===== src/hw/rtl/stt_pkg.sv =====
// Shared types, token codes and character tables for the source text tokenizer.
package stt_pkg;

    // scanner modes
    typedef enum logic [3:0] {
        M_IDLE, M_IDENT, M_NUMBER, M_STRING, M_CHAR_OPEN, M_CHAR_GOT,
        M_COMMENT, M_OPERATOR, M_DONE, M_HALT
    } t_mode;

    // one result beat
    typedef struct packed {
        logic [5:0]  kind;
        logic [31:0] start;
        logic [15:0] length;
        logic [59:0] value;
        logic [1:0]  ltype;
        logic [2:0]  err;
        logic        last;
    } t_tok;

    // token kinds
    localparam logic [5:0] KIND_EOF    = 6'd0;
    localparam logic [5:0] KIND_NUMBER = 6'd1;
    localparam logic [5:0] KIND_STRING = 6'd2;
    localparam logic [5:0] KIND_IDENT  = 6'd3;
    localparam logic [5:0] KIND_KW     = 6'd4;
    localparam logic [5:0] KIND_SINGLE = 6'd17;
    localparam logic [5:0] KIND_PAIR   = 6'd30;

    // error codes
    localparam logic [2:0] ERR_NONE     = 3'd0;
    localparam logic [2:0] ERR_UNKNOWN  = 3'd1;
    localparam logic [2:0] ERR_UNTERM   = 3'd2;
    localparam logic [2:0] ERR_BADCHAR  = 3'd3;
    localparam logic [2:0] ERR_UNCLOSED = 3'd4;
    localparam logic [2:0] ERR_IDLONG   = 3'd5;
    localparam logic [2:0] ERR_NUMLONG  = 3'd6;

    // literal types
    localparam logic [1:0] LT_NONE = 2'd0;
    localparam logic [1:0] LT_CHAR = 2'd1;
    localparam logic [1:0] LT_INT  = 2'd2;
    localparam logic [1:0] LT_LONG = 2'd3;

    localparam int NUM_KW       = 13;
    localparam int PREFIX_DEPTH = 6;
    localparam int NUM_SINGLE   = 13;
    localparam int NUM_PAIR     = 6;

    localparam logic [7:0] KW_TEXT [NUM_KW][PREFIX_DEPTH] = '{
        '{"p", "r", "o", "c", 8'h00, 8'h00},
        '{"l", "e", "t", 8'h00, 8'h00, 8'h00},
        '{"i", "f", 8'h00, 8'h00, 8'h00, 8'h00},
        '{"f", "o", "r", 8'h00, 8'h00, 8'h00},
        '{"e", "l", "s", "e", 8'h00, 8'h00},
        '{"e", "l", "s", "i", "f", 8'h00},
        '{"w", "h", "i", "l", "e", 8'h00},
        '{"t", "a", "b", "l", "e", 8'h00},
        '{"r", "e", "t", "u", "r", "n"},
        '{"v", "o", "i", "d", 8'h00, 8'h00},
        '{"c", "h", "a", "r", 8'h00, 8'h00},
        '{"i", "n", "t", 8'h00, 8'h00, 8'h00},
        '{"l", "o", "n", "g", 8'h00, 8'h00}
    };
    localparam logic [2:0] KW_LEN [NUM_KW] = '{
        3'd4, 3'd3, 3'd2, 3'd3, 3'd4, 3'd5, 3'd5, 3'd5, 3'd6, 3'd4, 3'd4, 3'd3, 3'd4
    };
    localparam logic [7:0] SINGLE_CHARS [NUM_SINGLE] = '{
        "+", "-", "*", "/", "(", ")", "{", "}", "[", "]", ";", ",", ":"
    };
    localparam logic [7:0] PAIR_FIRST  [NUM_PAIR] = '{"<", ">", "!", "=", "|", "&"};
    localparam logic [7:0] PAIR_SECOND [NUM_PAIR] = '{"=", "=", "=", "=", "|", "&"};

    localparam logic [7:0] CH_TAB   = 8'h09;
    localparam logic [7:0] CH_LF    = 8'h0A;
    localparam logic [7:0] CH_CR    = 8'h0D;
    localparam logic [7:0] CH_SPACE = 8'h20;
    localparam logic [7:0] CH_NUL   = 8'h00;

endpackage


===== src/hw/rtl/stt_if.sv =====
// Stream interfaces for source bytes and token results.
interface stt_byte_if;
    logic       valid;
    logic       ready;
    logic [7:0] source_byte;
    modport source (output valid, output source_byte, input ready);
    modport sink   (input valid, input source_byte, output ready);
endinterface

interface stt_tok_if;
    logic        valid;
    logic        ready;
    logic [5:0]  token_kind;
    logic [31:0] token_start;
    logic [15:0] token_length;
    logic [59:0] literal_value;
    logic [1:0]  literal_type;
    logic [2:0]  error_code;
    logic        last_of_item;
    modport source (output valid, output token_kind, output token_start,
                    output token_length, output literal_value, output literal_type,
                    output error_code, output last_of_item, input ready);
    modport sink   (input valid, input token_kind, input token_start,
                    input token_length, input literal_value, input literal_type,
                    input error_code, input last_of_item, output ready);
endinterface


===== src/hw/rtl/stt_scan.sv =====
// Scanner state and per-byte token logic; yields up to two results per byte.
module stt_scan #(
    parameter int IDENT_LIMIT       = 32,
    parameter int NUMBER_CHAR_LIMIT = 18
) (
    input  logic           i_clk,
    input  logic           i_rst_n,
    input  logic           i_take,
    input  logic [7:0]     i_byte,
    output logic [1:0]     o_count,
    output stt_pkg::t_tok  o_tok0,
    output stt_pkg::t_tok  o_tok1
);

    stt_pkg::t_mode r_mode, n_mode;
    logic [31:0] r_off, n_off;
    logic [31:0] r_origin, n_origin;
    logic [15:0] r_run, n_run;
    logic [59:0] r_acc, n_acc;
    logic [7:0]  r_held, n_held;
    logic [7:0]  r_prefix [stt_pkg::PREFIX_DEPTH];
    logic        pfx_we;
    logic [2:0]  pfx_addr;

    // character classes of the incoming byte
    logic is_digit, is_head, is_space;
    logic       single_hit, pair_hit, held_hit;
    logic [3:0] single_idx;
    logic [2:0] pair_idx, held_idx;

    always_comb begin
        is_digit = (i_byte >= "0") && (i_byte <= "9");
        is_head  = ((i_byte >= "a") && (i_byte <= "z")) ||
                   ((i_byte >= "A") && (i_byte <= "Z")) || (i_byte == "_");
        is_space = (i_byte == stt_pkg::CH_TAB) || (i_byte == stt_pkg::CH_CR) ||
                   (i_byte == stt_pkg::CH_SPACE) || (i_byte == stt_pkg::CH_LF);
        single_hit = 1'b0;
        single_idx = '0;
        for (int i = 0; i < stt_pkg::NUM_SINGLE; i++) begin
            if (i_byte == stt_pkg::SINGLE_CHARS[i]) begin
                single_hit = 1'b1;
                single_idx = 4'(i);
            end
        end
        pair_hit = 1'b0;
        pair_idx = '0;
        held_hit = 1'b0;
        held_idx = '0;
        for (int i = stt_pkg::NUM_PAIR - 1; i >= 0; i--) begin
            if (i_byte == stt_pkg::PAIR_FIRST[i]) begin
                pair_hit = 1'b1;
                pair_idx = 3'(i);
            end
            if (r_held == stt_pkg::PAIR_FIRST[i]) begin
                held_hit = 1'b1;
                held_idx = 3'(i);
            end
        end
    end

    // keyword lookup, exact length and text
    logic [5:0] word_kind;
    always_comb begin
        logic same;
        word_kind = stt_pkg::KIND_IDENT;
        for (int k = stt_pkg::NUM_KW - 1; k >= 0; k--) begin
            same = (r_run == 16'(stt_pkg::KW_LEN[k]));
            for (int i = 0; i < stt_pkg::PREFIX_DEPTH; i++) begin
                if ((3'(i) < stt_pkg::KW_LEN[k]) && (r_prefix[i] != stt_pkg::KW_TEXT[k][i]))
                    same = 1'b0;
            end
            if (same) word_kind = 6'(stt_pkg::KIND_KW + 6'(k));
        end
    end

    // dispatch of a byte from the idle mode
    stt_pkg::t_mode d_mode;
    logic           d_emit, d_setrun, d_pfx;
    stt_pkg::t_tok  d_tok;
    logic [15:0]    d_run;

    always_comb begin
        d_mode   = stt_pkg::M_IDLE;
        d_emit   = 1'b0;
        d_setrun = 1'b0;
        d_pfx    = 1'b0;
        d_run    = 16'd1;
        d_tok    = '0;
        d_tok.start = r_off;
        if (i_byte == stt_pkg::CH_NUL) begin
            d_mode = stt_pkg::M_DONE;
            d_emit = 1'b1;
        end else if (is_space) begin
            d_mode = stt_pkg::M_IDLE;
        end else if (i_byte == "#") begin
            d_mode = stt_pkg::M_COMMENT;
        end else if (single_hit) begin
            d_emit = 1'b1;
            d_tok.kind   = 6'(stt_pkg::KIND_SINGLE + 6'(single_idx));
            d_tok.length = 16'd1;
        end else if (pair_hit) begin
            d_mode = stt_pkg::M_OPERATOR;
        end else if (i_byte == "'") begin
            d_mode = stt_pkg::M_CHAR_OPEN;
        end else if (i_byte == "\"") begin
            d_mode   = stt_pkg::M_STRING;
            d_setrun = 1'b1;
        end else if (is_digit) begin
            d_mode   = stt_pkg::M_NUMBER;
            d_setrun = 1'b1;
        end else if (is_head) begin
            d_mode   = stt_pkg::M_IDENT;
            d_setrun = 1'b1;
            d_pfx    = 1'b1;
        end else begin
            d_mode = stt_pkg::M_HALT;
            d_emit = 1'b1;
            d_tok.err = stt_pkg::ERR_UNKNOWN;
        end
    end

    // per-byte step
    stt_pkg::t_tok toks [2];
    logic [1:0]    cnt;

    always_comb begin
        logic          dsp;
        logic          push;
        stt_pkg::t_tok pt;
        logic [59:0]   acc10;
        logic [5:0]    pbase;
        n_mode   = r_mode;
        n_off    = r_off;
        n_origin = r_origin;
        n_run    = r_run;
        n_acc    = r_acc;
        n_held   = r_held;
        pfx_we   = 1'b0;
        pfx_addr = r_run[2:0];
        toks[0]  = '0;
        toks[1]  = '0;
        cnt      = 2'd0;
        dsp      = 1'b0;
        push     = 1'b0;
        pt       = '0;
        pt.start = r_origin;
        acc10    = (r_acc << 3) + (r_acc << 1) + 60'(i_byte - "0");
        pbase    = 6'(stt_pkg::KIND_PAIR + {2'b00, (held_hit ? held_idx : 3'd0), 1'b0});
        if ((r_mode != stt_pkg::M_DONE) && (r_mode != stt_pkg::M_HALT)) begin
            n_off = r_off + 32'd1;
        end
        case (r_mode)
            stt_pkg::M_DONE, stt_pkg::M_HALT: begin
            end
            stt_pkg::M_IDENT: begin
                if (is_head || is_digit) begin
                    if (r_run >= 16'(IDENT_LIMIT)) begin
                        push = 1'b1;
                        pt.err = stt_pkg::ERR_IDLONG;
                        n_mode = stt_pkg::M_HALT;
                    end else begin
                        pfx_we = (r_run < 16'(stt_pkg::PREFIX_DEPTH));
                        n_run  = r_run + 16'd1;
                    end
                end else begin
                    push = 1'b1;
                    pt.kind   = word_kind;
                    pt.length = r_run;
                    dsp = 1'b1;
                end
            end
            stt_pkg::M_NUMBER: begin
                if (is_digit || (i_byte == "L") || (i_byte == "B") || (i_byte == "I")) begin
                    if (r_run >= 16'(NUMBER_CHAR_LIMIT)) begin
                        push = 1'b1;
                        pt.err = stt_pkg::ERR_NUMLONG;
                        n_mode = stt_pkg::M_HALT;
                    end else if (is_digit) begin
                        n_acc = acc10;
                        n_run = r_run + 16'd1;
                    end else begin
                        push = 1'b1;
                        pt.kind   = stt_pkg::KIND_NUMBER;
                        pt.length = r_run + 16'd1;
                        pt.value  = r_acc;
                        pt.ltype  = (i_byte == "L") ? stt_pkg::LT_LONG :
                                    (i_byte == "B") ? stt_pkg::LT_CHAR : stt_pkg::LT_INT;
                        n_mode = stt_pkg::M_IDLE;
                    end
                end else begin
                    push = 1'b1;
                    pt.kind   = stt_pkg::KIND_NUMBER;
                    pt.length = r_run;
                    pt.value  = r_acc;
                    dsp = 1'b1;
                end
            end
            stt_pkg::M_STRING: begin
                if (i_byte == "\"") begin
                    push = 1'b1;
                    pt.kind   = stt_pkg::KIND_STRING;
                    pt.length = (r_run == 16'hFFFF) ? 16'hFFFF : r_run + 16'd1;
                    n_mode = stt_pkg::M_IDLE;
                end else if (i_byte == stt_pkg::CH_NUL) begin
                    push = 1'b1;
                    pt.err = stt_pkg::ERR_UNTERM;
                    n_mode = stt_pkg::M_HALT;
                end else if (r_run != 16'hFFFF) begin
                    n_run = r_run + 16'd1;
                end
            end
            stt_pkg::M_CHAR_OPEN: begin
                if (i_byte == stt_pkg::CH_NUL) begin
                    push = 1'b1;
                    pt.err = stt_pkg::ERR_UNCLOSED;
                    n_mode = stt_pkg::M_HALT;
                end else if (i_byte[7]) begin
                    push = 1'b1;
                    pt.err = stt_pkg::ERR_BADCHAR;
                    n_mode = stt_pkg::M_HALT;
                end else begin
                    n_held = i_byte;
                    n_mode = stt_pkg::M_CHAR_GOT;
                end
            end
            stt_pkg::M_CHAR_GOT: begin
                push = 1'b1;
                if (i_byte == "'") begin
                    pt.kind   = stt_pkg::KIND_NUMBER;
                    pt.length = 16'd3;
                    pt.value  = 60'(r_held);
                    pt.ltype  = stt_pkg::LT_CHAR;
                    n_mode = stt_pkg::M_IDLE;
                end else begin
                    pt.err = stt_pkg::ERR_UNCLOSED;
                    n_mode = stt_pkg::M_HALT;
                end
            end
            stt_pkg::M_COMMENT: begin
                if (i_byte == stt_pkg::CH_LF) n_mode = stt_pkg::M_IDLE;
                else if (i_byte == stt_pkg::CH_NUL) dsp = 1'b1;
            end
            stt_pkg::M_OPERATOR: begin
                push = 1'b1;
                pt.length = 16'd1;
                pt.kind   = pbase;
                if (i_byte == stt_pkg::PAIR_SECOND[held_hit ? held_idx : 3'd0]) begin
                    pt.kind   = pbase + 6'd1;
                    pt.length = 16'd2;
                    n_mode = stt_pkg::M_IDLE;
                end else begin
                    dsp = 1'b1;
                end
            end
            default: begin
                dsp = 1'b1;
            end
        endcase

        if (push) begin
            toks[0] = pt;
            cnt = 2'd1;
        end
        if (dsp) begin
            n_mode   = d_mode;
            n_origin = r_off;
            if (d_mode == stt_pkg::M_OPERATOR) n_held = i_byte;
            if (d_setrun) n_run = d_run;
            if (i_byte[7:4] == 4'h3) n_acc = 60'(i_byte - "0");
            if (d_pfx) begin
                pfx_we   = 1'b1;
                pfx_addr = 3'd0;
            end
            if (d_emit) begin
                toks[cnt[0]] = d_tok;
                cnt = cnt + 2'd1;
            end
        end
        if (cnt == 2'd1) toks[0].last = 1'b1;
        if (cnt == 2'd2) toks[1].last = 1'b1;
    end

    // state registers
    always_ff @(posedge i_clk) begin
        if (!i_rst_n) begin
            r_mode   <= stt_pkg::M_IDLE;
            r_off    <= '0;
            r_origin <= '0;
            r_run    <= '0;
            r_acc    <= '0;
            r_held   <= '0;
        end else if (i_take) begin
            r_mode   <= n_mode;
            r_off    <= n_off;
            r_origin <= n_origin;
            r_run    <= n_run;
            r_acc    <= n_acc;
            r_held   <= n_held;
        end
    end

    // identifier prefix store
    always_ff @(posedge i_clk) begin
        if (i_take && pfx_we) r_prefix[pfx_addr] <= i_byte;
    end

    assign o_count = i_take ? cnt : 2'd0;
    assign o_tok0  = toks[0];
    assign o_tok1  = toks[1];

`ifndef NO_ASSERTIONS
    a_halt_sticky: assert property (@(posedge i_clk) disable iff (!i_rst_n)
        (r_mode == stt_pkg::M_HALT) |=> (r_mode == stt_pkg::M_HALT))
        else $error("halt mode left before reset");
    a_done_quiet: assert property (@(posedge i_clk) disable iff (!i_rst_n)
        (r_mode == stt_pkg::M_DONE) |-> (o_count == 2'd0))
        else $error("result after end of source");
    a_off_hold: assert property (@(posedge i_clk) disable iff (!i_rst_n)
        (r_mode == stt_pkg::M_DONE || r_mode == stt_pkg::M_HALT) |=> $stable(r_off))
        else $error("offset moved after end");
`endif

endmodule


===== src/hw/rtl/stt_fifo.sv =====
// Four-entry result queue; takes up to two results a cycle, gives one.
module stt_fifo (
    input  logic           i_clk,
    input  logic           i_rst_n,
    input  logic [1:0]     i_push,
    input  stt_pkg::t_tok  i_tok0,
    input  stt_pkg::t_tok  i_tok1,
    output logic           o_room,
    output logic           o_valid,
    input  logic           i_pop,
    output stt_pkg::t_tok  o_tok
);

    stt_pkg::t_tok r_mem [4];
    logic [1:0] r_wp, r_rp;
    logic [2:0] r_count;
    logic       pop;

    assign pop     = i_pop && (r_count != 3'd0);
    assign o_room  = (r_count <= 3'd2);
    assign o_valid = (r_count != 3'd0);
    assign o_tok   = r_mem[r_rp];

    // entry writes
    always_ff @(posedge i_clk) begin
        if (i_push != 2'd0) r_mem[r_wp] <= i_tok0;
        if (i_push == 2'd2) r_mem[r_wp + 2'd1] <= i_tok1;
    end

    // pointers and fill
    always_ff @(posedge i_clk) begin
        if (!i_rst_n) begin
            r_wp    <= '0;
            r_rp    <= '0;
            r_count <= '0;
        end else begin
            r_wp    <= r_wp + i_push;
            r_rp    <= r_rp + {1'b0, pop};
            r_count <= r_count + {1'b0, i_push} - {2'b00, pop};
        end
    end

`ifndef NO_ASSERTIONS
    a_bound: assert property (@(posedge i_clk) disable iff (!i_rst_n)
        r_count <= 3'd4)
        else $error("queue overfilled");
    a_push_room: assert property (@(posedge i_clk) disable iff (!i_rst_n)
        (i_push != 2'd0) |-> o_room)
        else $error("push without room");
    a_count_step: assert property (@(posedge i_clk) disable iff (!i_rst_n)
        (i_push == 2'd0 && pop) |=> (r_count == $past(r_count) - 3'd1))
        else $error("pop miscounted");
`endif

endmodule


===== src/hw/rtl/source_text_tokenizer.sv =====
// Top level of the streaming source text tokenizer.
//  channel  dir  beat
//  i_src    in   source_byte, one source character; 0 ends the source
//  o_tok    out  one token or error result, last_of_item marks a byte's last
// One byte is taken per cycle while the result queue has room for two beats.
// The scanner settles each byte combinationally; results wait in a four-entry queue.
// A stall on o_tok backs up into i_src once fewer than two slots are free.
// Synchronous active-low reset clears the scanner and the queue.
module source_text_tokenizer #(
    parameter int IDENT_LIMIT       = 32,
    parameter int NUMBER_CHAR_LIMIT = 18
) (
    input  logic          i_clk,
    input  logic          i_rst_n,
    stt_byte_if.sink      i_src,
    stt_tok_if.source     o_tok
);

    logic          room, take;
    logic [1:0]    count;
    stt_pkg::t_tok tok0, tok1, head;

    assign i_src.ready = room;
    assign take        = i_src.valid && room;

    stt_scan #(
        .IDENT_LIMIT       (IDENT_LIMIT),
        .NUMBER_CHAR_LIMIT (NUMBER_CHAR_LIMIT)
    ) u_scan (
        .i_clk   (i_clk),
        .i_rst_n (i_rst_n),
        .i_take  (take),
        .i_byte  (i_src.source_byte),
        .o_count (count),
        .o_tok0  (tok0),
        .o_tok1  (tok1)
    );

    stt_fifo u_fifo (
        .i_clk   (i_clk),
        .i_rst_n (i_rst_n),
        .i_push  (count),
        .i_tok0  (tok0),
        .i_tok1  (tok1),
        .o_room  (room),
        .o_valid (o_tok.valid),
        .i_pop   (o_tok.ready),
        .o_tok   (head)
    );

    // result fields
    assign o_tok.token_kind    = head.kind;
    assign o_tok.token_start   = head.start;
    assign o_tok.token_length  = head.length;
    assign o_tok.literal_value = head.value;
    assign o_tok.literal_type  = head.ltype;
    assign o_tok.error_code    = head.err;
    assign o_tok.last_of_item  = head.last;

endmodule


===== src/flat_wrapper.sv =====
// flat-port wrapper written by rule: the top's interface ports become plain ports
module source_text_tokenizer_flat 
#(
    parameter int IDENT_LIMIT       = 32,
    parameter int NUMBER_CHAR_LIMIT = 18
)
  (i_clk, i_rst_n, i_src_valid, i_src_source_byte, i_src_ready, o_tok_valid, o_tok_token_kind, o_tok_token_start, o_tok_token_length, o_tok_literal_value, o_tok_literal_type, o_tok_error_code, o_tok_last_of_item, o_tok_ready);
  stt_byte_if i_src_i ();
  stt_tok_if o_tok_i ();
  input  logic i_clk;
  input  logic i_rst_n;
  input wire logic [$bits(i_src_i.valid)-1:0] i_src_valid;
  input wire logic [$bits(i_src_i.source_byte)-1:0] i_src_source_byte;
  output wire logic [$bits(i_src_i.ready)-1:0] i_src_ready;
  output wire logic [$bits(o_tok_i.valid)-1:0] o_tok_valid;
  output wire logic [$bits(o_tok_i.token_kind)-1:0] o_tok_token_kind;
  output wire logic [$bits(o_tok_i.token_start)-1:0] o_tok_token_start;
  output wire logic [$bits(o_tok_i.token_length)-1:0] o_tok_token_length;
  output wire logic [$bits(o_tok_i.literal_value)-1:0] o_tok_literal_value;
  output wire logic [$bits(o_tok_i.literal_type)-1:0] o_tok_literal_type;
  output wire logic [$bits(o_tok_i.error_code)-1:0] o_tok_error_code;
  output wire logic [$bits(o_tok_i.last_of_item)-1:0] o_tok_last_of_item;
  input wire logic [$bits(o_tok_i.ready)-1:0] o_tok_ready;
  assign i_src_i.valid = i_src_valid;
  assign i_src_i.source_byte = i_src_source_byte;
  assign i_src_ready = i_src_i.ready;
  assign o_tok_valid = o_tok_i.valid;
  assign o_tok_token_kind = o_tok_i.token_kind;
  assign o_tok_token_start = o_tok_i.token_start;
  assign o_tok_token_length = o_tok_i.token_length;
  assign o_tok_literal_value = o_tok_i.literal_value;
  assign o_tok_literal_type = o_tok_i.literal_type;
  assign o_tok_error_code = o_tok_i.error_code;
  assign o_tok_last_of_item = o_tok_i.last_of_item;
  assign o_tok_i.ready = o_tok_ready;
  source_text_tokenizer #(.IDENT_LIMIT(IDENT_LIMIT), .NUMBER_CHAR_LIMIT(NUMBER_CHAR_LIMIT)) u_core (.i_clk(i_clk), .i_rst_n(i_rst_n), .i_src(i_src_i), .o_tok(o_tok_i));
endmodule

===== config.mk =====
export PLATFORM = sky130hd
export DESIGN_NAME = source_text_tokenizer_flat
export DESIGN_NICKNAME = d
export VERILOG_FILES = /design/src/hw/rtl/stt_pkg.sv /design/src/hw/rtl/stt_if.sv /design/src/hw/rtl/stt_scan.sv /design/src/hw/rtl/stt_fifo.sv /design/src/hw/rtl/source_text_tokenizer.sv /design/src/flat_wrapper.sv
export SDC_FILE = /design/constraint.sdc
export NUM_CORES = 2
export LEC_CHECK = 0
export BUFFER_PORTS_ARGS = -buffer_cell sky130_fd_sc_hd__buf_2
export CORE_AREA = 5 5 192 332
export CTS_BUF_LIST = sky130_fd_sc_hd__clkbuf_4 sky130_fd_sc_hd__clkbuf_8
export DETAILED_ROUTE_END_ITERATION = 10
export DIE_AREA = 0 0 197 337
export PLACE_DENSITY = 0.77
export SYNTH_ARGS = -nofsm -noshare
export SYNTH_HDL_FRONTEND = slang
export SYNTH_SLANG_ARGS = --single-unit

===== constraint.sdc =====
create_clock -name i_clk -period 31.7 [get_ports i_clk]
set_input_delay 6.34 -clock i_clk [delete_from_list [all_inputs] [get_ports i_clk]]
set_output_delay 6.34 -clock i_clk [all_outputs]
set_load 0.02 [all_outputs]

==> flow_summary.toml <==
[critical_path]
rr_endpoint = "u_core.u_fifo.r_mem[0][74]"
start_kind = "primary input"
path_max_fanout = 68
cp-end-kind = "flop"
r2r-start = "u_core.u_scan.r_mode[1]"
r2r_slack_ps = 25410
required_ps = 32020
rr_worst_depth = 12
critPathKind = "primary input to flop"
cp.arrival_ps = 12130

[timing]
finalCriticalPeriod_ps = 11820
worst_hold_slack_ps = 460
clock.fmax_mhz = 84.6
worst_slack_ps = 19880
slew_headroom_pct = 9.91
period_share_pct = 37.3
finalHoldViolCount = 0
setup_tns_ps = 0
final_max_slew_viol_count = 0
tightest_slew_ps = 1350
rsz0062_at_grt = "no"
final-setup-viol-count = 0
skew_ps = 40.9

[floorplanning]
start_util_pct = 59.0
ioPinCount = 134
die_h_um = 337
num_rows = 120
core_um2 = 61000
die_w_um = 197
die_area_um2 = 66400

[worst_hold_path]
whs_path_depth = 2
hp-class = "flop to flop"
hp-start = "u_core.u_scan.r_acc[59]"
hold_end = "u_core.u_scan.r_acc[59]"

[synth]
synth_edf_count = 528
synth.distinct_cells = 87
synthFlopType = "edfxtp_1"
yosysSeqAreaShare_pct = 52.9
syn_nets = 3293
synth-seq-cells = 687
synth_area_leaders = "edfxtp_1 (44%), dfxtp_1 (8.8%), mux4_2 (7.5%)"
synthArstFlopShare_pct = 0
syn_area_um2 = 36000
synth_top_area_share_pct = 44.1
synth_warnings = 0
synth_cells = 3144
synth_top_area_cell = "edfxtp_1"
syn_area_per_cell_um2 = 11.4

[cts]
cts_tree = "built"
post-cts-setup-buffers = 0
ctsLongestPathBuffers = 3
clock-root-buffer = "clkbuf_8"
path_clk_slew_ps = 70
htree_levels = 3
cts_resized = 0
cts_made_buffers = 97
cts.sinks = 687
clock_latency_ps = 730
cts_hold_buf = 0

[detailed_routing]
post_drt_wl_per_cell_um = 24.3
initialDrtViolationCount = 2364
ant_nets = 0
wl_um = 98700
drt_pre_antenna_iters = 11
vias = 26716
drc = 1
via_per_inst = 6.59

[place]
port_buffers = 133
dp_hpwl_um = 63900
dp_slack_ps = 19180
gp_congestion = 0.983

[global_routing]
grt_max_degree = 129
grt_pass1_vias = 27560
grt.total_usage_pct = 29.4
antenna_found_initial = 1
grt_pass1_wl_um = 152000
gr-total-overflow = 0

[finish]
utilization_pct = 64.2
layout-drive-gt1-share_pct = 15.5
syn_to_final_growth_pct = 8.71
finalNetCount = 3327

[pwr]
switchingPower_uw = 923
netSwitchingFraction_pct = 34.8
p_clk_share_pct = 28.1
ir_drop_mv = 0.0614
p_leak_nw = 14.4
p_comb_share_pct = 29.2
internal_power_mw = 1.73
p_seq_share_pct = 42.7
p_total_mw = 2.65
power_density_nw_per_um2 = 67.8

[flow_run]
drv_cap = 0

[outcome]
violations = "DRC"
status = "finished with violations"
-- metrics by stage --
step / instance area [um^2] / instances
finish: 39100 / 4057
detailed placement: 37000 / 3872
floorplan: 36000 / 3144
global route: 39100 / 4057
global placement: 37000 / 3872
CTS: 39100 / 4056
-- flip-flops by register name, indices dropped and copies added (netlist names) --
register and cells:
u_core.u_scan.r_run 16, u_core.u_scan.r_mode 4, u_core.u_fifo.r_count 3, u_core.u_scan.r_origin 32, u_core.u_scan.r_off 32, u_core.u_fifo.r_rp 2
u_core.u_scan.r_acc 60, u_core.u_fifo.r_wp 2, u_core.u_scan.r_held 8, u_core.u_scan.r_prefix 48, u_core.u_fifo.r_mem 480
-- cell usage after synthesis, drive strengths merged, types with 16 or more instances --
cell and instances:
a31oi 21, o21ai 104, a32o 128, a21o 18
clkbuf 111, fa 58, ha 79, xor2 52
nor3 42, nand2b 16, nand4 29, inv 43
edfxtp 528, nand3 57, a21oi 199, o211ai 16
a22oi 41, mux4 120, nand2 278, and2 19
nor4 23, mux2i 16, or3 21, o21a 18
and3 37, buf 121, nor2 528, a211oi 19
nor2b 20, nor3b 17, dfxtp 159, xnor2 47
-- area by class of cell --
cell class | count | area [um^2]
diodes | 1 | 2.50
clock buffers | 144 | 1760
clock inverters | 40 | 344
fillers | 4751 | 21800
inverters | 44 | 170
multi-input cells | 2181 | 15900
flip-flops and latches | 687 | 19000
well taps | 793 | 992
repair buffers | 167 | 921
-- power by group through the flow --
stage,Sequential [mW],Combinational [mW],Clock (mW)
2_1_floorplan,1.14,0.540,0
3_3_place_gp,1.14,0.769,0
3_5_place_dp,1.15,0.775,0
4_1_cts,1.13,0.777,0.756
5_1_grt,1.14,0.816,0.796
6_report,1.13,0.773,0.746
-- worst max path at each step --
stage / from / to / slack, ps
4_1_cts: i_src_source_byte[4] / u_core.u_fifo.r_mem[0][70] / 19940
3_3_place_gp: i_src_source_byte[4] / u_core.u_fifo.r_mem[0][69] / 19300
3_5_place_dp: i_src_source_byte[4] / u_core.u_fifo.r_mem[0][73] / 19180
5_1_grt: i_src_source_byte[4] / u_core.u_fifo.r_mem[0][72] / 19490
6_report: i_src_source_byte[4] / u_core.u_fifo.r_mem[0][74] / 19880
2_1_floorplan: i_src_source_byte[4] / u_core.u_fifo.r_mem[3][0] / 13180
-- logic make-up (layout without fill, tap and decap cells) --
kind of cell / count (synthesis) / count (layout) / synth area share (%)
simple gates: 1152 / 1152 / 14.6
flops: 687 / 687 / 52.9
compound gates: 657 / 657 / 12.7
buf+inv: 276 / 395 / 3.26
fa+ha+maj: 137 / 137 / 5.97
mux: 136 / 136 / 7.96
xor+xnor: 99 / 99 / 2.56
other cells: 0 / 1 / 0
-- cells in the final DEF (no fill, tap or decap), types with 14 or more instances in the layout --
master | Yosys | layout
mux4_2 | 120 | 120
buf_4 | 9 | 34
o21ai_0 | 101 | 101
nand2_1 | 278 | 278
nor3b_1 | 17 | 15
nor3_1 | 41 | 38
mux2i_1 | 16 | 16
a31oi_1 | 21 | 21
fa_1 | 58 | 58
a22oi_1 | 41 | 41
edfxtp_1 | 528 | 528
nand3_1 | 57 | 57
dfxtp_1 | 159 | 157
clkbuf_4 | 0 | 35
xor2_1 | 52 | 52
buf_2 | 58 | 133
and2_1 | 19 | 19
nand3b_1 | 14 | 14
nor4_1 | 21 | 21
ha_1 | 79 | 79
or3_1 | 21 | 21
a211oi_1 | 18 | 18
a32o_1 | 128 | 128
nor2b_1 | 20 | 20
clkbuf_8 | 0 | 109
a21o_1 | 18 | 15
clkinv_1 | 1 | 16
nand2b_1 | 16 | 16
nand4_1 | 29 | 29
o211ai_1 | 16 | 16
o22ai_1 | 14 | 14
inv_1 | 40 | 40
o21a_1 | 17 | 17
xnor2_1 | 43 | 43
nor2_1 | 526 | 521
and3_1 | 37 | 35
a21oi_1 | 199 | 199
-- per-layer routing --
metal	routed length [um]	part of all wire (%)	vias to the layer above	global-route usage [%]
li1	-	-	11896	-
met4	5150	5.2	0	14.7
met2	52900	54	1263	54.5
met5	0	0	-	0
met1	33900	34	13267	32.7
met3	6690	6.8	290	4.31
-- critical path, cell delays in order --
cell and delay (ps):
buf_2 300, inv_1 110, ha_1 220, or3b_1 430, nor3_1 120, o31ai_1 360, o21ai_0 340, nand2_1 280
nor3b_1 540, inv_1 100, ha_1 360, nor2b_1 380, and4_4 520, a21o_4 680, buf_4 960
Note: power is estimated with default switching activity, not from simulation.
